## src/sv/wspc_pkg.sv

```systemverilog
`default_nettype none

package wspc_pkg;

    // Field and register widths.
    localparam int SPEED_W   = 18;
    localparam int GAIN_W    = 16;
    localparam int PERIOD_W  = 16;
    localparam int DIVISOR_W = 10;
    localparam int PADDR_W   = 5;
    localparam int PDATA_W   = 32;

    // Rate arithmetic constants.
    localparam logic [SPEED_W-1:0]  STOP_THRESHOLD = 18'd26;
    localparam logic [SPEED_W-1:0]  RATE_NUM       = 18'd256000;
    localparam logic [PERIOD_W-1:0] PERIOD_LIMIT   = 16'd1000;
    localparam logic [15:0]         DUTY_MAX       = 16'hFFFF;

    // Register reset values.
    localparam logic [GAIN_W-1:0] PROP_GAIN_RST = 16'd19661;
    localparam logic [GAIN_W-1:0] INT_GAIN_RST  = 16'd1311;
    localparam logic [GAIN_W-1:0] INT_DECAY_RST = 16'd64881;
    localparam logic [GAIN_W-1:0] INT_LIMIT_RST = 16'd25600;

    // Register indexes (byte address divided by four).
    localparam logic [2:0] REG_TARGET    = 3'd0;
    localparam logic [2:0] REG_PROP_GAIN = 3'd1;
    localparam logic [2:0] REG_INT_GAIN  = 3'd2;
    localparam logic [2:0] REG_INT_DECAY = 3'd3;
    localparam logic [2:0] REG_INT_LIMIT = 3'd4;

    // Input operation codes.
    localparam logic OP_EDGE = 1'b0;
    localparam logic OP_TICK = 1'b1;

    // Sequencer states.
    typedef enum logic [2:0] {
        S_IDLE,
        S_DIV,
        S_MUL1,
        S_MUL2,
        S_OUT
    } wspc_state_t;

    // Status of a serial arithmetic unit.
    typedef struct packed {
        logic busy;
        logic done;
    } wspc_sts_t;

endpackage

`default_nettype wire

```

## src/sv/wspc_div.sv

```systemverilog
`default_nettype none

// Restoring divider, one quotient bit per cycle, most significant bit first.
module wspc_div
    import wspc_pkg::*;
#(
    parameter int N_W = SPEED_W,
    parameter int D_W = DIVISOR_W
)
(
    input  wire logic           clk,
    input  wire logic           rst_n,
    input  wire logic           start,
    input  wire logic [N_W-1:0] dividend,
    input  wire logic [D_W-1:0] divisor,
    output wspc_sts_t           sts,
    output logic      [N_W-1:0] quotient
);

    localparam int CNT_W = $clog2(N_W + 1);

    logic [CNT_W-1:0] cnt_reg;
    logic             done_reg;
    logic [D_W-1:0]   rem_reg;
    logic [N_W-1:0]   q_reg;
    logic [D_W-1:0]   d_reg;

    logic [D_W:0]     shifted;
    logic [D_W+1:0]   diff;
    logic             fits;

    // One trial subtraction of the divisor from the shifted remainder.
    always_comb
    begin
        shifted = {rem_reg, q_reg[N_W-1]};
        diff    = {1'b0, shifted} - {2'b00, d_reg};
        fits    = ~diff[D_W+1];
    end

    // Step counter and completion pulse.
    always_ff @(posedge clk or negedge rst_n)
    begin
        if (!rst_n)
        begin
            cnt_reg  <= '0;
            done_reg <= 1'b0;
        end
        else
        begin
            done_reg <= (cnt_reg == CNT_W'(1)) && !start;
            if (start)
                cnt_reg <= CNT_W'(N_W);
            else if (cnt_reg != '0)
                cnt_reg <= cnt_reg - CNT_W'(1);
        end
    end

    // Remainder and quotient shift registers.
    always_ff @(posedge clk)
    begin
        if (start)
        begin
            rem_reg <= '0;
            q_reg   <= dividend;
            d_reg   <= divisor;
        end
        else if (cnt_reg != '0)
        begin
            rem_reg <= fits ? diff[D_W-1:0] : shifted[D_W-1:0];
            q_reg   <= {q_reg[N_W-2:0], fits};
        end
    end

    assign sts.busy = (cnt_reg != '0);
    assign sts.done = done_reg;
    assign quotient = q_reg;

endmodule

`default_nettype wire

```

## src/sv/wspc_mul.sv

```systemverilog
`default_nettype none

// Shift-and-add multiplier, one multiplier bit per cycle, least significant first.
module wspc_mul
    import wspc_pkg::*;
#(
    parameter int A_W = GAIN_W,
    parameter int B_W = GAIN_W
)
(
    input  wire logic               clk,
    input  wire logic               rst_n,
    input  wire logic               start,
    input  wire logic [A_W-1:0]     a,
    input  wire logic [B_W-1:0]     b,
    output wspc_sts_t               sts,
    output logic      [A_W+B_W-1:0] prod
);

    localparam int CNT_W = $clog2(B_W + 1);

    logic [CNT_W-1:0]   cnt_reg;
    logic               done_reg;
    logic [A_W-1:0]     a_reg;
    logic [A_W+B_W-1:0] p_reg;

    logic [A_W-1:0]     addend;
    logic [A_W:0]       upper;

    // Add the multiplicand when the current multiplier bit is set, then shift.
    always_comb
    begin
        addend = p_reg[0] ? a_reg : '0;
        upper  = {1'b0, p_reg[A_W+B_W-1:B_W]} + {1'b0, addend};
    end

    // Step counter and completion pulse.
    always_ff @(posedge clk or negedge rst_n)
    begin
        if (!rst_n)
        begin
            cnt_reg  <= '0;
            done_reg <= 1'b0;
        end
        else
        begin
            done_reg <= (cnt_reg == CNT_W'(1)) && !start;
            if (start)
                cnt_reg <= CNT_W'(B_W);
            else if (cnt_reg != '0)
                cnt_reg <= cnt_reg - CNT_W'(1);
        end
    end

    // Partial product register; the low half holds the unused multiplier bits.
    always_ff @(posedge clk)
    begin
        if (start)
        begin
            a_reg <= a;
            p_reg <= {{A_W{1'b0}}, b};
        end
        else if (cnt_reg != '0)
        begin
            p_reg <= {upper, p_reg[B_W-1:1]};
        end
    end

    assign sts.busy = (cnt_reg != '0);
    assign sts.done = done_reg;
    assign prod     = p_reg;

endmodule

`default_nettype wire

```

## src/sv/wheel_speed_pi_controller.sv

```systemverilog
// Wheel speed PI controller. Edge transfers (op 0) carry the milliseconds since the
// previous wheel edge and give no result; the first edge after reset or after a write
// of target_speed only arms the block. Each tick transfer (op 1) gives one result:
// the stored period is turned into a Q.8 rate (256000 / period for periods 1 to 999,
// else 0), the halving average and the leaky, clamped integral are updated, and the
// clamped PI duty is returned. A target below 26 returns stopped with duty 0 and
// leaves the state alone. A tick runs through the 18 steps of the bit-serial divider
// and two rounds of the 16-step bit-serial multipliers; a stop tick goes straight
// to the output. One item is worked on at a time, while a finished result waits in
// the output register. Registers sit at byte addresses 0, 4, 8, 12 and 16; the user
// must write them only while the block is idle, as the block does not enforce it;
// a write of target_speed clears the measurement and integral state.
`default_nettype none

module wheel_speed_pi_controller
    import wspc_pkg::*;
(
    input  wire logic                clk,
    input  wire logic                rst_n,

    input  wire logic                item_valid,
    output logic                     item_ready,
    input  wire logic                op,
    input  wire logic [PERIOD_W-1:0] elapsed_ms,

    output logic                     res_valid,
    input  wire logic                res_ready,
    output logic [15:0]              duty,
    output logic                     stopped,
    output logic [SPEED_W-1:0]       speed_now,
    output logic [SPEED_W-1:0]       speed_avg,

    input  wire logic                psel,
    input  wire logic                penable,
    input  wire logic                pwrite,
    input  wire logic [PADDR_W-1:0]  paddr,
    input  wire logic [PDATA_W-1:0]  pwdata,
    output logic [PDATA_W-1:0]       prdata,
    output logic                     pready
);

    // Configuration registers.
    logic [SPEED_W-1:0]  target_reg;
    logic [GAIN_W-1:0]   prop_reg;
    logic [GAIN_W-1:0]   igain_reg;
    logic [GAIN_W-1:0]   decay_reg;
    logic [GAIN_W-1:0]   limit_reg;

    // Controller state.
    logic                armed_reg;
    logic [PERIOD_W-1:0] period_reg;
    logic [SPEED_W-1:0]  inst_reg;
    logic [SPEED_W-1:0]  avg_reg;
    logic [GAIN_W-1:0]   integ_reg;

    // Sequencer and working registers.
    wspc_state_t         state_reg, state_next;
    logic                stop_reg, stop_next;
    logic                err_neg_reg;
    logic signed [35:0]  errprop_reg;
    logic [15:0]         duty_res_reg;

    // Output register.
    logic                res_valid_reg;
    logic [15:0]         duty_out_reg;
    logic                stopped_out_reg;
    logic [SPEED_W-1:0]  now_out_reg;
    logic [SPEED_W-1:0]  avg_out_reg;

    // Configuration port decode.
    logic                cfg_wr;
    logic [2:0]          cfg_idx;

    // Arithmetic unit connections.
    wspc_sts_t           div_sts;
    wspc_sts_t           mul_a_sts;
    wspc_sts_t           mul_b_sts;
    logic [SPEED_W-1:0]  div_q;
    logic [31:0]         mul_a_prod;
    logic [33:0]         mul_b_prod;
    logic                div_start;
    logic                mul_a_start;
    logic                mul_b_start;
    logic [GAIN_W-1:0]   mul_a_a;
    logic [GAIN_W-1:0]   mul_a_b;

    // Datapath signals.
    logic                period_ok;
    logic [SPEED_W-1:0]  rate_new;
    logic signed [18:0]  err;
    logic [18:0]         err_abs;
    logic [18:0]         avg_sum;
    logic signed [19:0]  isum;
    logic [GAIN_W-1:0]   isum_clamped;
    logic [35:0]         errprop_mag;
    logic signed [35:0]  acc;
    logic [39:0]         scaled;
    logic [15:0]         duty_calc;

    // Sequencer strobes.
    logic                edge_acc;
    logic                div_fin;
    logic                mul1_fin;
    logic                mul2_fin;
    logic                out_load;

    assign cfg_wr  = psel & penable & pwrite & pready;
    assign cfg_idx = paddr[PADDR_W-1:2];
    assign pready  = 1'b1;

    // Register read-back.
    always_comb
    begin
        unique case (cfg_idx)
            REG_TARGET:    prdata = PDATA_W'(target_reg);
            REG_PROP_GAIN: prdata = PDATA_W'(prop_reg);
            REG_INT_GAIN:  prdata = PDATA_W'(igain_reg);
            REG_INT_DECAY: prdata = PDATA_W'(decay_reg);
            REG_INT_LIMIT: prdata = PDATA_W'(limit_reg);
            default:       prdata = '0;
        endcase
    end

    // Rate, error, average and clamped integral sum, taken when the divider finishes.
    always_comb
    begin
        period_ok = (period_reg != '0) && (period_reg < PERIOD_LIMIT);
        rate_new  = period_ok ? div_q : '0;
        err       = $signed({1'b0, target_reg}) - $signed({1'b0, rate_new});
        err_abs   = err[18] ? 19'(-err) : 19'(err);
        avg_sum   = {1'b0, avg_reg} + {1'b0, rate_new};
        isum      = $signed({4'b0000, integ_reg}) + $signed({err[18], err});
        if (isum[19])
            isum_clamped = '0;
        else if (isum[18:0] > {3'b000, limit_reg})
            isum_clamped = limit_reg;
        else
            isum_clamped = isum[15:0];
    end

    // PI sum and duty scaling by 65535 / 2^24.
    always_comb
    begin
        errprop_mag = {2'b00, mul_b_prod};
        acc         = errprop_reg + $signed({4'b0000, mul_a_prod});
        scaled      = {acc[23:0], 16'h0000} - {16'h0000, acc[23:0]};
        if (acc[35] || (acc == '0))
            duty_calc = '0;
        else if (|acc[34:24])
            duty_calc = DUTY_MAX;
        else
            duty_calc = scaled[39:24];
    end

    // Sequencer next state and unit starts.
    always_comb
    begin
        state_next  = state_reg;
        stop_next   = stop_reg;
        item_ready  = 1'b0;
        edge_acc    = 1'b0;
        div_start   = 1'b0;
        div_fin     = 1'b0;
        mul1_fin    = 1'b0;
        mul2_fin    = 1'b0;
        out_load    = 1'b0;
        mul_a_a     = isum_clamped;
        mul_a_b     = decay_reg;
        unique case (state_reg)
            S_IDLE:
            begin
                item_ready = 1'b1;
                if (item_valid)
                begin
                    if (op == OP_EDGE)
                    begin
                        edge_acc = 1'b1;
                    end
                    else if (target_reg < STOP_THRESHOLD)
                    begin
                        stop_next  = 1'b1;
                        state_next = S_OUT;
                    end
                    else
                    begin
                        stop_next  = 1'b0;
                        div_start  = 1'b1;
                        state_next = S_DIV;
                    end
                end
            end
            S_DIV:
            begin
                if (div_sts.done)
                begin
                    div_fin    = 1'b1;
                    state_next = S_MUL1;
                end
            end
            S_MUL1:
            begin
                mul_a_a = mul_a_prod[31:16];
                mul_a_b = igain_reg;
                if (mul_a_sts.done)
                begin
                    mul1_fin   = 1'b1;
                    state_next = S_MUL2;
                end
            end
            S_MUL2:
            begin
                if (mul_a_sts.done)
                begin
                    mul2_fin   = 1'b1;
                    state_next = S_OUT;
                end
            end
            S_OUT:
            begin
                if (!res_valid_reg || res_ready)
                begin
                    out_load   = 1'b1;
                    state_next = S_IDLE;
                end
            end
            default:
            begin
                state_next = S_IDLE;
            end
        endcase
        mul_a_start = div_fin || mul1_fin;
        mul_b_start = div_fin;
    end

    // Sequencer registers.
    always_ff @(posedge clk or negedge rst_n)
    begin
        if (!rst_n)
        begin
            state_reg <= S_IDLE;
            stop_reg  <= 1'b0;
        end
        else
        begin
            state_reg <= state_next;
            stop_reg  <= stop_next;
        end
    end

    // Configuration and controller state; a target write clears the state.
    always_ff @(posedge clk or negedge rst_n)
    begin
        if (!rst_n)
        begin
            target_reg <= '0;
            prop_reg   <= PROP_GAIN_RST;
            igain_reg  <= INT_GAIN_RST;
            decay_reg  <= INT_DECAY_RST;
            limit_reg  <= INT_LIMIT_RST;
            armed_reg  <= 1'b0;
            period_reg <= '0;
            inst_reg   <= '0;
            avg_reg    <= '0;
            integ_reg  <= '0;
        end
        else if (cfg_wr)
        begin
            unique case (cfg_idx)
                REG_TARGET:
                begin
                    target_reg <= pwdata[SPEED_W-1:0];
                    armed_reg  <= 1'b0;
                    period_reg <= '0;
                    inst_reg   <= '0;
                    avg_reg    <= '0;
                    integ_reg  <= '0;
                end
                REG_PROP_GAIN: prop_reg  <= pwdata[GAIN_W-1:0];
                REG_INT_GAIN:  igain_reg <= pwdata[GAIN_W-1:0];
                REG_INT_DECAY: decay_reg <= pwdata[GAIN_W-1:0];
                REG_INT_LIMIT: limit_reg <= pwdata[GAIN_W-1:0];
                default:       ;
            endcase
        end
        else
        begin
            if (edge_acc)
            begin
                if (!armed_reg)
                    armed_reg <= 1'b1;
                else
                    period_reg <= elapsed_ms;
            end
            if (div_fin)
            begin
                inst_reg <= rate_new;
                avg_reg  <= avg_sum[18:1];
            end
            if (mul1_fin)
                integ_reg <= mul_a_prod[31:16];
        end
    end

    // Working payload registers.
    always_ff @(posedge clk)
    begin
        if (div_fin)
            err_neg_reg <= err[18];
        if (mul1_fin)
            errprop_reg <= err_neg_reg ? -$signed(errprop_mag) : $signed(errprop_mag);
        if (mul2_fin)
            duty_res_reg <= duty_calc;
    end

    // Output register: valid flag.
    always_ff @(posedge clk or negedge rst_n)
    begin
        if (!rst_n)
            res_valid_reg <= 1'b0;
        else if (out_load)
            res_valid_reg <= 1'b1;
        else if (res_ready)
            res_valid_reg <= 1'b0;
    end

    // Output register: payload.
    always_ff @(posedge clk)
    begin
        if (out_load)
        begin
            duty_out_reg    <= stop_reg ? 16'h0000 : duty_res_reg;
            stopped_out_reg <= stop_reg;
            now_out_reg     <= inst_reg;
            avg_out_reg     <= avg_reg;
        end
    end

    assign res_valid = res_valid_reg;
    assign duty      = duty_out_reg;
    assign stopped   = stopped_out_reg;
    assign speed_now = now_out_reg;
    assign speed_avg = avg_out_reg;

    // Rate divider: 256000 / period.
    wspc_div #(
        .N_W(SPEED_W),
        .D_W(DIVISOR_W)
    ) u_div (
        .clk      (clk),
        .rst_n    (rst_n),
        .start    (div_start),
        .dividend (RATE_NUM),
        .divisor  (period_reg[DIVISOR_W-1:0]),
        .sts      (div_sts),
        .quotient (div_q)
    );

    // Shared multiplier: integral decay, then integral gain.
    wspc_mul #(
        .A_W(GAIN_W),
        .B_W(GAIN_W)
    ) u_mul_a (
        .clk   (clk),
        .rst_n (rst_n),
        .start (mul_a_start),
        .a     (mul_a_a),
        .b     (mul_a_b),
        .sts   (mul_a_sts),
        .prod  (mul_a_prod)
    );

    // Error magnitude times proportional gain.
    wspc_mul #(
        .A_W(SPEED_W),
        .B_W(GAIN_W)
    ) u_mul_b (
        .clk   (clk),
        .rst_n (rst_n),
        .start (mul_b_start),
        .a     (err_abs[SPEED_W-1:0]),
        .b     (prop_reg),
        .sts   (mul_b_sts),
        .prod  (mul_b_prod)
    );

    // The divider reports completion only while the sequencer waits for it.
    a_div_done_in_div: assert property (@(posedge clk) disable iff (!rst_n)
        div_sts.done |-> (state_reg == S_DIV))
        else $error("divider finished outside its wait state");

    // Both multipliers start together for the first round and must finish together.
    a_mul_lockstep: assert property (@(posedge clk) disable iff (!rst_n)
        ((state_reg == S_MUL1) && mul_a_sts.done) |-> mul_b_sts.done)
        else $error("multipliers out of step");

    // A stopped result always carries zero duty.
    a_stop_duty_zero: assert property (@(posedge clk) disable iff (!rst_n)
        (res_valid_reg && stopped_out_reg) |-> (duty_out_reg == 16'h0000))
        else $error("stopped result with nonzero duty");

    // Any accepted tick, stop or not, blocks further input while it is worked on.
    a_tick_blocks_input: assert property (@(posedge clk) disable iff (!rst_n)
        (item_valid && item_ready && (op == OP_TICK)) |=> !item_ready)
        else $error("input taken during tick processing");

    // The reported rate never exceeds the one-millisecond rate.
    a_rate_bound: assert property (@(posedge clk) disable iff (!rst_n)
        res_valid_reg |-> (now_out_reg <= RATE_NUM))
        else $error("instantaneous rate out of range");

endmodule

`default_nettype wire

```

## config.mk

```make
export PLATFORM = sky130hd
export DESIGN_NAME = wheel_speed_pi_controller
export DESIGN_NICKNAME = d
export VERILOG_FILES = /design/src/sv/wspc_pkg.sv /design/src/sv/wspc_div.sv /design/src/sv/wspc_mul.sv /design/src/sv/wheel_speed_pi_controller.sv
export SDC_FILE = /design/constraint.sdc
export NUM_CORES = 1
export LEC_CHECK = 0
export ABC_CLOCK_PERIOD_IN_PS = 15400
export CAP_MARGIN = 30
export CELL_PAD_IN_SITES_DETAIL_PLACEMENT = 1
export CELL_PAD_IN_SITES_GLOBAL_PLACEMENT = 1
export CORE_AREA = 2 2 252 254
export DETAILED_ROUTE_END_ITERATION = 16
export DIE_AREA = 0 0 254 256
export DONT_BUFFER_PORTS = 1
export HOLD_SLACK_MARGIN = 0.12
export PLACE_DENSITY_LB_ADDON = 0.08
export SLEW_MARGIN = 40
export SYNTH_ARGS = -nofsm -noshare
export SYNTH_HDL_FRONTEND = slang
export SYNTH_SLANG_ARGS = --single-unit
```

## constraint.sdc

```tcl
create_clock -name clk -period 15.4 [get_ports clk]
set_clock_uncertainty 0.2 [all_clocks]
set_input_delay 3.08 -clock clk [delete_from_list [all_inputs] [get_ports clk]]
set_output_delay 3.08 -clock clk [all_outputs]
set_load 0.01 [all_outputs]
```

After elaboration in Yosys (flattened, before gate mapping). Index checks and enable logic that the tools add are counted.

Add/sub/neg operators: 13. $lt $le $gt $ge: 3. Equal/unequal tests: 17. Muxes and demuxes: 62. Bitwise operators: 3. Reductions and logical operators: 36.

Operators by type and width (count): 2-to-1 mux 16 bit (16); 2-to-1 mux 18 bit (8); case mux 18 bit (5 select lines) (1); subtractor 40 x 24 -> 40 bit (1); adder 18 x 18 -> 19 bit (2); adder 36 x 33 -> 36 bit (1); zero test 36 bit (1); negator 34 -> 36 bit (1); 2-to-1 mux 34 bit (1); 2-to-1 mux 5 bit (6); 2-to-1 mux 1 bit (21); 2-to-1 mux 3 bit (7); adder 17 x 19 -> 20 bit (1); > comparator 19 x 16 -> 1 bit (1); subtractor 18 x 18 -> 19 bit (1); < comparator 18 x 5 -> 1 bit, second input constant (1); negator 18 bit (1); adder 16 x 16 -> 17 bit (1); < comparator 16 x 10 -> 1 bit, second input constant (1); AND reduction 2 bit (8); nonzero test 16 bit (1); nonzero test 2 bit (8); case mux 3 bit (5 select lines) (1); nonzero test 5 bit (3); 18 further kinds (40).

Register bits after elaboration: 417. Input port bits: 61. Word-level logic and storage cells: 169.

Depth between registers and ports, before layout. Gate-level depths: netlist of the first run.

Depth after elaboration: 9. Mapped depth: 32. Depth with buffers taken out: 30.

Cells and area by module. A second synthesis of the first run with hierarchy kept.

Cells, all modules: 2528. Area total of the unflattened synthesis: 25663.4 µm².

By module, submodules not included: wheel_speed_pi_controller (instances 1, cells each 1785, area each 17307.8 µm², sequential area each 7123.1 µm²); wspc_mul at u_mul_b (instances 1, cells each 292, area each 3136.8 µm², sequential area each 1531.5 µm²); wspc_mul at u_mul_a (instances 1, cells each 266, area each 2949.1 µm², sequential area each 1431.4 µm²); wspc_div (instances 1, cells each 185, area each 2269.7 µm², sequential area each 1191.1 µm²).

Worst setup path before layout of the first run. Ideal clock, no wire load.

Kind: input to output. From: input port paddr[3]. To: output port prdata[10]. Arrival time: 4529 ps. Data required time: 12120 ps. Setup slack: 7591 ps. Stages: 5. Path buffers: 2. Cells stage by stage: clkbuf_1 buf_1 mux2i_1 o21ai_0 a221o_1.

Word-level cells in the longest chain between the ends: 2. Elaborated cells on any way between the ends: 6.

RTL lines: start: declaration (RTL line wheel_speed_pi_controller.sv:36) `input wire logic [PADDR_W-1:0] paddr,`; == test 3 bit (tied with other cells) (RTL line wheel_speed_pi_controller.sv:114) `unique case (cfg_idx)`; case mux 18 bit (5 select lines) (*) (RTL line wheel_speed_pi_controller.sv:114); end: declaration (RTL line wheel_speed_pi_controller.sv:38) `output logic [PDATA_W-1:0] prdata,`.

Every way passes the cells marked *; elsewhere a longest branch is shown, timed or not.

Final worst setup path of the first run.
From: register period_reg[3]. To: register u_mul_a.a_reg[15], data pin.

Word-level cells in the longest chain between the ends: 9. Elaborated cells on any way between the ends: 10.

RTL lines: start: declaration (RTL line wheel_speed_pi_controller.sv:51) `logic [PERIOD_W-1:0] period_reg;`; start signal: assignment (RTL line wheel_speed_pi_controller.sv:292) `period_reg <= elapsed_ms;`; < comparator 16 x 10 -> 1 bit / nonzero test 16 bit (equally long branches) (RTL line wheel_speed_pi_controller.sv:127) `period_ok = (period_reg != '0) && (period_reg < PERIOD_LIMIT);`; logical AND 1 bit (*) (RTL line wheel_speed_pi_controller.sv:127); 2-to-1 mux 18 bit (*) (RTL line wheel_speed_pi_controller.sv:128) `rate_new = period_ok ? div_q : '0;`; subtractor 18 x 18 -> 19 bit (*) (RTL line wheel_speed_pi_controller.sv:129) `err = $signed({1'b0, target_reg}) - $signed({1'b0, rate_new});`; adder 17 x 19 -> 20 bit (*) (RTL line wheel_speed_pi_controller.sv:132) `isum = $signed({4'b0000, integ_reg}) + $signed({err[18], err});`; > comparator 19 x 16 -> 1 bit (RTL line wheel_speed_pi_controller.sv:135) `else if (isum[18:0] > {3'b000, limit_reg})`; 2-to-1 mux 16 bit (RTL line wheel_speed_pi_controller.sv:135); 2-to-1 mux 16 bit (*) (RTL line wheel_speed_pi_controller.sv:133) `if (isum[19])`; 2-to-1 mux 16 bit (*) (RTL line wheel_speed_pi_controller.sv:169) `unique case (state_reg)`; named net mul_a_a[15] (RTL line wheel_speed_pi_controller.sv:84) `logic [GAIN_W-1:0] mul_a_a;`; end signal: assignment (RTL line wspc_mul.sv:60) `a_reg <= a;`; end: declaration (RTL line wspc_mul.sv:24) `logic [A_W-1:0] a_reg;`.

Mark *: on every way through the listed nets, which the timed path passes. The rest lies on a longest branch. A chain may end at the register's enable or synchronous reset.

==> results of run 1 <==
-- worst max-delay path: cells and delay by family (launching register included) --
family / cells / cell delay (ns)
AO/OA/AOI/OAI: 10 / 3.32
XOR/XNOR: 2 / 0.63
adder cells (fa/ha/maj): 3 / 0.89
buffers and inverters: 1 / 0.22
flip-flops: 1 / 0.41
multiplexers: 1 / 0.38
AND/OR/NAND/NOR: 10 / 2.21
-- report_power, final --
group / leakage, nW / internal, mW / switching, mW
Combinational: 6.43 / 1.20 / 1.80
Clock: 0.833 / 0.739 / 0.498
Sequential: 4.41 / 1.54 / 0.344
Total: 11.7 / 3.48 / 2.64
-- path summary, 6_finish.rpt --
kind / from / to
max reg2reg: period_reg[3]$_DFFE_PN0P_ / u_mul_a.a_reg[15]$_DFFE_PN_
max in group asynchronous: rst_n / prop_reg[10]$_DFFE_PN1P_
min in group asynchronous: rst_n / u_mul_a.cnt_reg[2]$_DFFE_PN0P_
min reg2reg: inst_reg[6]$_DFFE_PN0P_ / speed_now[6]$_DFFE_PP_
min: inst_reg[6]$_DFFE_PN0P_ / speed_now[6]$_DFFE_PP_
max: period_reg[3]$_DFFE_PN0P_ / u_mul_a.a_reg[15]$_DFFE_PN_
-- cell families after synthesis --
kind of cell	share of synthesized area [%]
flops	44.7
fa+ha+maj	8.81
buf+inv	3.81
mux	6.62
compound gates	15.5
simple gates	15.6
other cells	0.0303
xor+xnor	4.98
-- metal layers --
| metal | GRT usage [%] | up-vias | wire length [µm] |
|---|---|---|---|
| li1 | - | 9011 | - |
| met1 | 31.7 | 9614 | 35200 |
| met2 | 39.1 | 291 | 36300 |
| met3 | 4.23 | 96 | 3310 |
| met4 | 6.86 | 0 | 2200 |
| met5 | 0 | - | 0 |
-- area by class of cell --
type | count | area (µm²) | area share (%)
multi-input cells | 1882 | 12900 | 47.3
flip-flops and latches | 417 | 11100 | 40.6
clock buffers | 57 | 1260 | 4.60
well taps | 846 | 1060 | 3.88
clock inverters | 34 | 428 | 1.57
inverters | 112 | 420 | 1.54
repair buffers | 20 | 154 | 0.564
-- metrics by stage --
| stage | utilization, % | area, µm² |
|---|---|---|
| after floorplan | - | 24800 |
| after global placement | 40.9 | 25500 |
| after detailed placement | 41.0 | 25600 |
| after CTS | 43.7 | 27300 |
| after global routing | 43.7 | 27300 |
| final | 43.7 | 27300 |
-- cell usage after synthesis (15+ instances only) --
cell type	number	area, µm²
nand2_1	323	1210
o21ai_0	210	1050
edfxtp_1	182	5470
ha_1	163	2040
dfrtp_1	144	3600
a21oi_1	134	671
nor2_1	123	462
inv_1	112	420
xnor2_1	94	823
mux2_2	89	1000
clkbuf_1	86	323
nand3_1	70	350
dfxtp_1	62	1240
mux2i_1	59	591
and2_1	51	319
a21o_1	49	368
nor3_1	47	235
xor2_1	45	394
and3_1	29	181
dfstp_2	29	762
nor2b_1	28	175
a31oi_1	26	163
or3_1	24	150
a211oi_1	22	165
nand2b_1	22	138
o21a_1	22	165
a221o_1	20	200
nor4_1	20	125
o31ai_1	19	143
nand4_1	18	113
buf_4	15	113
-- cells in the final DEF (no fill, tap or decap), types with 89 or more instances in the layout --
cell        n
nand2_1   319
o21ai_0   210
edfxtp_1  182
ha_1      163
dfrtp_1   144
a21oi_1   132
nor2_1    121
inv_1     111
xnor2_1    94
mux2_2     89
==> results.md, run 1 <==
* Worst skew pair latency at approximately 0.6 ns
* Ant. Diodes at 0
* Die width at approximately 250 µm
* Final HPWL DP at 58,800 µm
* Initial DRC Count at 1,035
* CTS Root Cell: clkbuf_16
* Starting Density at about two fifths
* Worst slew pin tran at ~0.9 ns
* Setup WS post-layout at approximately 6.8 ns
* R2r setup slk at roughly 6.8 ns
* Place WS at slightly above 7 ns
* DR vias at ~19,000
* Synthesized flop and latch total at approximately 420
* Outcome: finished, final reports clean
* Clock Pin Slew Worst Setup and Hold Paths at 0.06 ns
* Max FFs per register at 36
* CP max-delay cell: a2111oi_1
* Cell Rows at 92
* Max-slew violation count at 0
* Clock tree buffer depth at 3
* Area grow syn2layout at 10.2%
* Worst relative slew slack at a little over 40%
* Share of layout cells above drive strength 1 at 10.8%
* Yosys Warn Count at 0
* Peak supply drop at ~96 µV
* Core Footprint at around 62,000 µm²
* Final setup fails at 0
* Crit path kind: reg -> reg
* Sequential area share after synthesis at 44.7%
* Setup TNS at 0 ns
* Worst Path Required at between 15 and 20 ns
* Die Ht at roughly 260 µm
* P_leak at 11.7 nW
* Number of buffers added on ports at 0
* GR Overflow Total at 0
* Hold slack final at around 0.25 ns
* CTS tree: done
* WP data arrival at 8.70 ns
* Final min period at 8.56 ns
* DR pass1 iterations at 5
* CP endpoint kind: register
* Ys flop type: edfxtp_1
* Fin nets at between 2,000 and 3,000
* Hold path cells at 0
* Largest net degree at the start of global routing at about 170
* Gr usage total at between 20% and 30%
* WL/cell at approximately 23 µm
* PwrDens at between 200 and 250 nW/µm²
* Placed cells at 3,277
* Max incr delay on CP at between 0.8 and 0.9 ns
* Final WL at 77,000 µm
* IO Count at 149
* Via-to-Cell Ratio at 5.64
* Synth cell types at 86
* Async SR Flop Fraction at 41.5%
* Period utilization at a little under three fifths
* Die footprint at roughly 65,000 µm²
* Max Clk Rate at 117 MHz
* Gate Count Post-Synth at roughly 2,500
* # DRC at 0
* First-pass GRT wire length at 119,000 µm
* Finished Layout Cells at between 3,000 and 4,000
* Final RePlAce weighted congestion at between 0.8 and 0.9
* Final-layout fill cell count at roughly 7,000
* Worst reg-to-reg path cell count at 27
* CTS Hold Bufs at 0
* Post-CTS setup repair buffer count at 0
* Max cap viols at 0
* Max FO, Critical Path at 20
* Clock sinks at 417
* EDFF count, synth at around 180
* Avg Cell Area, Syn at between 9 and 10 µm²
* Post-DRT Antenna Nets at 0
* Worst hold path type: reg -> reg
* Number of CTS-inserted buffers at roughly 50
* Final hold vios at 0
* Power, Total at ~6.1 mW
* Vias in the first global route at a little under 20,000
* H-tree depth at 2
* Crit start category: register
* Mapped cell area at about 25,000 µm²
* Post_cts resized at 0
* Initial antenna violation count at 2
* RSZ-0062 raised after global routing: false
Note: power is estimated with default switching activity, not from simulation.
==> run 2, diff against run 1 <==
ABC_CLOCK_PERIOD_IN_PS = 7200   (was 15400)
clock period = 7.2 ns   (was 15.4 ns; I/O delays follow)
==> run 2 against run 1 <==
Sequential share of layout area shrank 1.3 points. Die area unchanged. Sequential cell count unchanged. Setup slack got worse by 6.6 ns. Clock power rose by 100%. Clock-buffer cell count is 9 higher. Cell count grew 2.6%. Hold slack worse by 0.0017 ns. Sequential power rose by 110%. Highest routed layer unchanged.
==> results.md, run 2 (synthesis results as in run 1) <==
* Final RePlAce weighted congestion at 0.852 (was 0.869)
* Max-slew violation count at 0 (unchanged)
* Area grow syn2layout at 14.0% (was 10.2%)
* Number of buffers added on ports at 0 (unchanged)
* Area of the multi-input gates at 13,200 µm² (was 12,900 µm²)
* Worst relative slew slack at 42.7% (was 41.1%)
* Core Footprint at 62,400 µm² (unchanged)
* CTS tree: done (unchanged)
* Commonest non-fill, non-tap cell in the layout: nand2_1 (unchanged)
* Final setup fails at 0 (unchanged)
* Max FO, Critical Path at 7 (was 20)
* Outcome: finished, final reports clean (unchanged)
* Worst skew pair latency at 0.62 ns (was 0.61 ns)
* Initial DRC Count at 1,183 (was 1,035)
* Worst hold path type: reg -> reg (unchanged)
* Worst reg-to-reg path cell count at 30 (was 27)
* Final HPWL DP at 58,600 µm (was 58,800 µm)
* IO Count at 149 (unchanged)
* Most frequent cells in the layout: nand2_1 (318), o21ai_0 (205), edfxtp_1 (182), ha_1 (156), dfrtp_1 (144) (was nand2_1 (319), o21ai_0 (210), edfxtp_1 (182), ha_1 (163), dfrtp_1 (144))
* Die footprint at 65,000 µm² (unchanged)
* Max FFs per register at 36 (unchanged)
* Peak supply drop at 217 µV (was 96.5 µV)
* First-pass GRT wire length at 117,000 µm (was 119,000 µm)
* Storage element area at 11,100 µm² (unchanged)
* Finished Layout Cells at 3,457 (was 3,368)
* Starting Density at 39.7% (unchanged)
* DR pass1 iterations at 5 (unchanged)
* Clock tree buffer depth at 3 (unchanged)
* Share of layout cells above drive strength 1 at 15.5% (was 10.8%)
* Die Ht at 256 µm (unchanged)
* CP max-delay cell: or4_4 (was a2111oi_1)
* Final min period at 6.92 ns (was 8.56 ns)
* Gr usage total at 23.4% (was 23.7%)
* Final WL at 76,800 µm (was 77,000 µm)
* Placed cells at 3,356 (was 3,277)
* Hold path cells at 0 (unchanged)
* Max incr delay on CP at 0.55 ns (was 0.82 ns)
* Final-layout fill cell count at 6,941 (was 7,000)
* Clock sinks at 417 (unchanged)
* Fin nets at 2,802 (was 2,713)
* CP endpoint kind: register (unchanged)
* Final hold vios at 0 (unchanged)
* # DRC at 0 (unchanged)
* Post-DRT Antenna Nets at 0 (unchanged)
* GR Overflow Total at 0 (unchanged)
* Crit path kind: reg -> reg (unchanged)
* Place WS at -0.162 ns (was 7.06 ns)
* Clock Pin Slew Worst Setup and Hold Paths at 0.06 ns (about the same)
* Initial antenna violation count at 7 (was 2)
* Top cell by count, worst path: buf_4
* Number of CTS-inserted buffers at 48 (was 49)
* Period utilization at 96.1% (was 55.6%)
* Die width at 254 µm (unchanged)
* CTS Root Cell: clkbuf_16 (unchanged)
* Vias in the first global route at 19,600 (was 19,800)
* Worst slew pin tran at 0.850 ns (was 0.882 ns)
* H-tree depth at 2 (unchanged)
* Via-to-Cell Ratio at 5.55 (was 5.64)
* Setup WS post-layout at 0.277 ns (was 6.84 ns)
* Cell Rows at 92 (unchanged)
* Largest net degree at the start of global routing at 174 (unchanged)
* DR vias at 19,200 (was 19,000)
* Power, Total at 13.8 mW (was 6.12 mW)
* Worst Path Required at 7.34 ns (was 15.54 ns)
* Max cap viols at 0 (unchanged)
* P_leak at 12.1 nW (was 11.7 nW)
* WP data arrival at 7.06 ns (was 8.70 ns)
* PwrDens at 489 nW/µm² (was 224 nW/µm²)
* WL/cell at 22.2 µm (was 22.8 µm)
* Crit start category: register (unchanged)
* Max Clk Rate at 144 MHz (was 117 MHz)
==> run 2: power by group <==
group	internal [mW]	switching (mW)
Sequential	3.28	0.709
Clock	1.47	1.05
Combinational	3.18	4.10
==> run 2: per-layer routing <==
metal / vias up / wire length [µm] / GRT usage, %
met5: - / 0 / 0
met4: 0 / 2670 / 8.37
met3: 97 / 3320 / 3.99
met2: 305 / 35700 / 37.5
met1: 9599 / 35100 / 31.8
li1: 9180 / - / -
==> run 2: critical path: cells and delay by family (launching register included) <==
kind,cells,cell delay (ns)
compound gates,9,2.12
xor+xnor,2,0.26
fa+ha+maj,3,0.86
buf+inv,6,0.86
flops,1,0.40
mux,1,0.25
simple gates,9,1.67
==> run 2: path summary, 6_finish.rpt <==
| check | startpoint | end | slack, ns |
|---|---|---|---|
| max in group asynchronous | rst_n | prop_reg[6]$_DFFE_PN1P_ | 6.00 |
| setup reg to reg | period_reg[0]$_DFFE_PN0P_ | u_mul_a.a_reg[9]$_DFFE_PN_ | 0.28 |
| hold reg to reg | inst_reg[13]$_DFFE_PN0P_ | speed_now[13]$_DFFE_PP_ | 0.25 |
| hold / removal | inst_reg[13]$_DFFE_PN0P_ | speed_now[13]$_DFFE_PP_ | 0.25 |
| min in group asynchronous | rst_n | integ_reg[15]$_DFFE_PN0P_ | 0.35 |
| setup / recovery | period_reg[0]$_DFFE_PN0P_ | u_mul_a.a_reg[9]$_DFFE_PN_ | 0.28 |
==> run 2: timing repair <==
item                       in CTS  in global routing
hold buffers                    0                  0
setup endpoints to repair      16                 16
gates cloned                    0                  1
gates resized for setup        13                 44
setup buffers                   0                 10
pin swaps                       1                 30
==> run 2: area by class of cell <==
type / count / share of cell area [%]
timing repair buffer: 110 / 3.06
clock buffer: 66 / 4.79
clock inverter: 23 / 0.923
tap: 846 / 3.75
sequential: 417 / 39.2
inverter: 112 / 1.49
antenna: 1 / 0.00887
multi-input combinational: 1882 / 46.7
==> run 2: metrics by stage <==
stage / hold WS, ns / util [%] / instance area [µm²] / setup TNS, ns
2_1_floorplan: 0.225 / - / 24800 / 0
3_3_place_gp: 0.232 / 41.9 / 26100 / -0.0445
3_5_place_dp: 0.234 / 42.0 / 26200 / -1.31
4_1_cts: 0.249 / 44.7 / 27900 / 0
5_1_grt: 0.260 / 45.2 / 28200 / -0.172
6_report: 0.247 / 45.2 / 28200 / 0
==> run 3, diff against run 2 <==
RECOVER_POWER = 25   (was default)
==> run 3 against run 2 <==
Wire length about the same. Power about the same. Utilization stayed put. Highest routed layer unchanged.
==> results.md, run 3 (synthesis results as in run 1) <==
* Outcome: finished, final reports clean (unchanged)
* Starting Density at 39.7% (unchanged)
* IO Count at 149 (unchanged)
* Top cell by count, worst path: buf_4 (unchanged)
* Gr usage total at 23.4% (unchanged)
* Largest net degree at the start of global routing at 174 (unchanged)
* Max-slew violation count at 0 (unchanged)
* Worst hold path type: reg -> reg (unchanged)
* Area grow syn2layout at 14.0% (unchanged)
* Max Clk Rate at 144 MHz (about the same)
* Max FO, Critical Path at 7 (unchanged)
* Number of CTS-inserted buffers at 48 (unchanged)
* WP data arrival at 7.06 ns (about the same)
* Setup WS post-layout at 0.277 ns (about the same)
* Worst skew pair latency at 0.62 ns (about the same)
* Crit path from: period_reg[0]$_DFFE_PN0P_ (unchanged)
* PwrDens at 489 nW/µm² (about the same)
* Final setup fails at 0 (unchanged)
* H-tree depth at 2 (unchanged)
* CP endpoint kind: register (unchanged)
* Net switching power at 5.86 mW (about the same)
* Final min period at 6.92 ns (about the same)
* Share of layout cells above drive strength 1 at 15.5% (unchanged)
* Peak supply drop at 217 µV (unchanged)
* Max cap viols at 0 (unchanged)
* Cell Rows at 92 (unchanged)
* Most frequent cells in the layout: nand2_1 (318), o21ai_0 (205), edfxtp_1 (182), ha_1 (156), dfrtp_1 (144) (unchanged)
* First-pass GRT wire length at 117,000 µm (unchanged)
* # DRC at 0 (unchanged)
* Die footprint at 65,000 µm² (unchanged)
* Via-to-Cell Ratio at 5.55 (about the same)
* Worst slew pin tran at 0.850 ns (unchanged)
* Post-DRT Antenna Nets at 0 (unchanged)
* WL/cell at 22.2 µm (about the same)
* Die Ht at 256 µm (unchanged)
* Reg-to-reg critical path startpoint: period_reg[0]$_DFFE_PN0P_ (unchanged)
* Combinational Power Share at 52.8% (about the same)
* Area of the multi-input gates at 13,200 µm² (unchanged)
* Clock tree buffer depth at 3 (unchanged)
* Initial antenna violation count at 7 (unchanged)
* Die width at 254 µm (unchanged)
* Hold Startpoint: inst_reg[13]$_DFFE_PN0P_ (unchanged)
* Hold slack final at 0.246 ns (was 0.247 ns)
* CTS Root Cell: clkbuf_16 (unchanged)
* Crit start category: register (unchanged)
* Clock share of power at 18.2% (about the same)
* Worst Path Required at 7.34 ns (about the same)
* GR Overflow Total at 0 (unchanged)
* Commonest non-fill, non-tap cell in the layout: nand2_1 (unchanged)
* Max FFs per register at 36 (unchanged)
* Final HPWL DP at 58,600 µm (unchanged)
* Placed cells at 3,356 (unchanged)
* CP max-delay cell: or4_4 (unchanged)
* Final RePlAce weighted congestion at 0.852 (unchanged)
* Cell internal pwr at 7.93 mW (about the same)
* Period utilization at 96.1% (about the same)
* Fin nets at 2,802 (unchanged)
* Final WL at 76,800 µm (about the same)
* CTS tree: done (unchanged)
* Finished Layout Cells at 3,457 (unchanged)
* Place WS at -0.162 ns (unchanged)
* Seq pwr share at 29.0% (about the same)
* Final-layout fill cell count at 6,941 (unchanged)
* P_leak at 12.1 nW (about the same)
* Crit path kind: reg -> reg (unchanged)
* DR vias at 19,200 (about the same)
* Vias in the first global route at 19,600 (unchanged)
* Max incr delay on CP at 0.55 ns (about the same)
* Clock Pin Slew Worst Setup and Hold Paths at 0.06 ns (about the same)
* Initial DRC Count at 1,183 (unchanged)
* Number of buffers added on ports at 0 (unchanged)
* Storage element area at 11,100 µm² (unchanged)
* Clock sinks at 417 (unchanged)
* Core Footprint at 62,400 µm² (unchanged)
* Final hold vios at 0 (unchanged)
* R2r setup slk at 0.28 ns (about the same)
* Net switching fraction of the power at 42.5% (about the same)
* DR pass1 iterations at 5 (unchanged)
* Worst relative slew slack at 42.7% (unchanged)
==> run 3: cell count changes in the layout (fill, tap and decap cells not counted) <==
cell,change
buf_4,-1
clkbuf_4,+1
==> run 3: layer usage <==
metal	GRT usage [%]	routed length [µm]	up-vias
li1	-	-	9180
met1	31.8	35100	9603
met2	37.5	35700	307
met3	3.99	3320	97
met4	8.37	2670	0
met5	0	0	-
==> run 3: timing repair <==
item,4_1_cts,5_1_grt
buffers inserted,0,10
setup endpoints to repair,16,16
hold buffers,0,0
gates resized for setup,13,44
pin swaps,1,30
cloned,0,1
==> run 3: path summary, 6_finish.rpt <==
| check | to | cells after the start |
|---|---|---|
| worst max-delay path | u_mul_a.a_reg[9]$_DFFE_PN_ | 30 |
| worst min-delay path | speed_now[13]$_DFFE_PP_ | 0 |
| worst max register to register | u_mul_a.a_reg[9]$_DFFE_PN_ | 30 |
| worst min register to register | speed_now[13]$_DFFE_PP_ | 0 |
| max in group asynchronous | prop_reg[6]$_DFFE_PN1P_ | 0 |
| min in group asynchronous | integ_reg[15]$_DFFE_PN0P_ | 0 |
==> run 3: stage by stage <==
stage | area [µm²] | setup TNS [ns] | power (mW) | utilization, %
4_1_cts | 27900 | 0 | 13.5 | 44.7
5_1_grt | 28200 | -0.172 | 14.8 | 45.2
6_report | 28200 | 0 | 13.8 | 45.2
3_3_place_gp | 26100 | -0.0445 | 10.6 | 41.9
3_5_place_dp | 26200 | -1.31 | 10.9 | 42.0
2_1_floorplan | 24800 | 0 | 8.44 | -
==> run 3: cell type report <==
cell class	count	area share (%)
clock buffer	66	4.79
sequential	417	39.2
antenna	1	0.00887
timing repair buffer	110	3.06
inverter	112	1.49
multi-input combinational	1882	46.7
clock inverter	23	0.923
tap	846	3.75
==> run 3: worst max-delay path, delay by kind of cell (launching register included) <==
family,cells,cell delay (ns)
AOI/OAI and AO/OA,9,2.12
and+or+nand+nor,9,1.67
buffers and inverters,6,0.86
adders and majority gates,3,0.86
DFF,1,0.40
xor gates and xnor gates,2,0.26
muxes,1,0.25
==> run 3: power groups by stage <==
stage | combinational (mW) | clock [mW] | sequential [mW]
2_1_floorplan | 4.75 | 0 | 3.68
3_3_place_gp | 6.64 | 0 | 4.00
3_5_place_dp | 6.89 | 0 | 4.03
4_1_cts | 6.98 | 2.57 | 3.99
5_1_grt | 8.08 | 2.66 | 4.08
6_report | 7.29 | 2.51 | 3.99
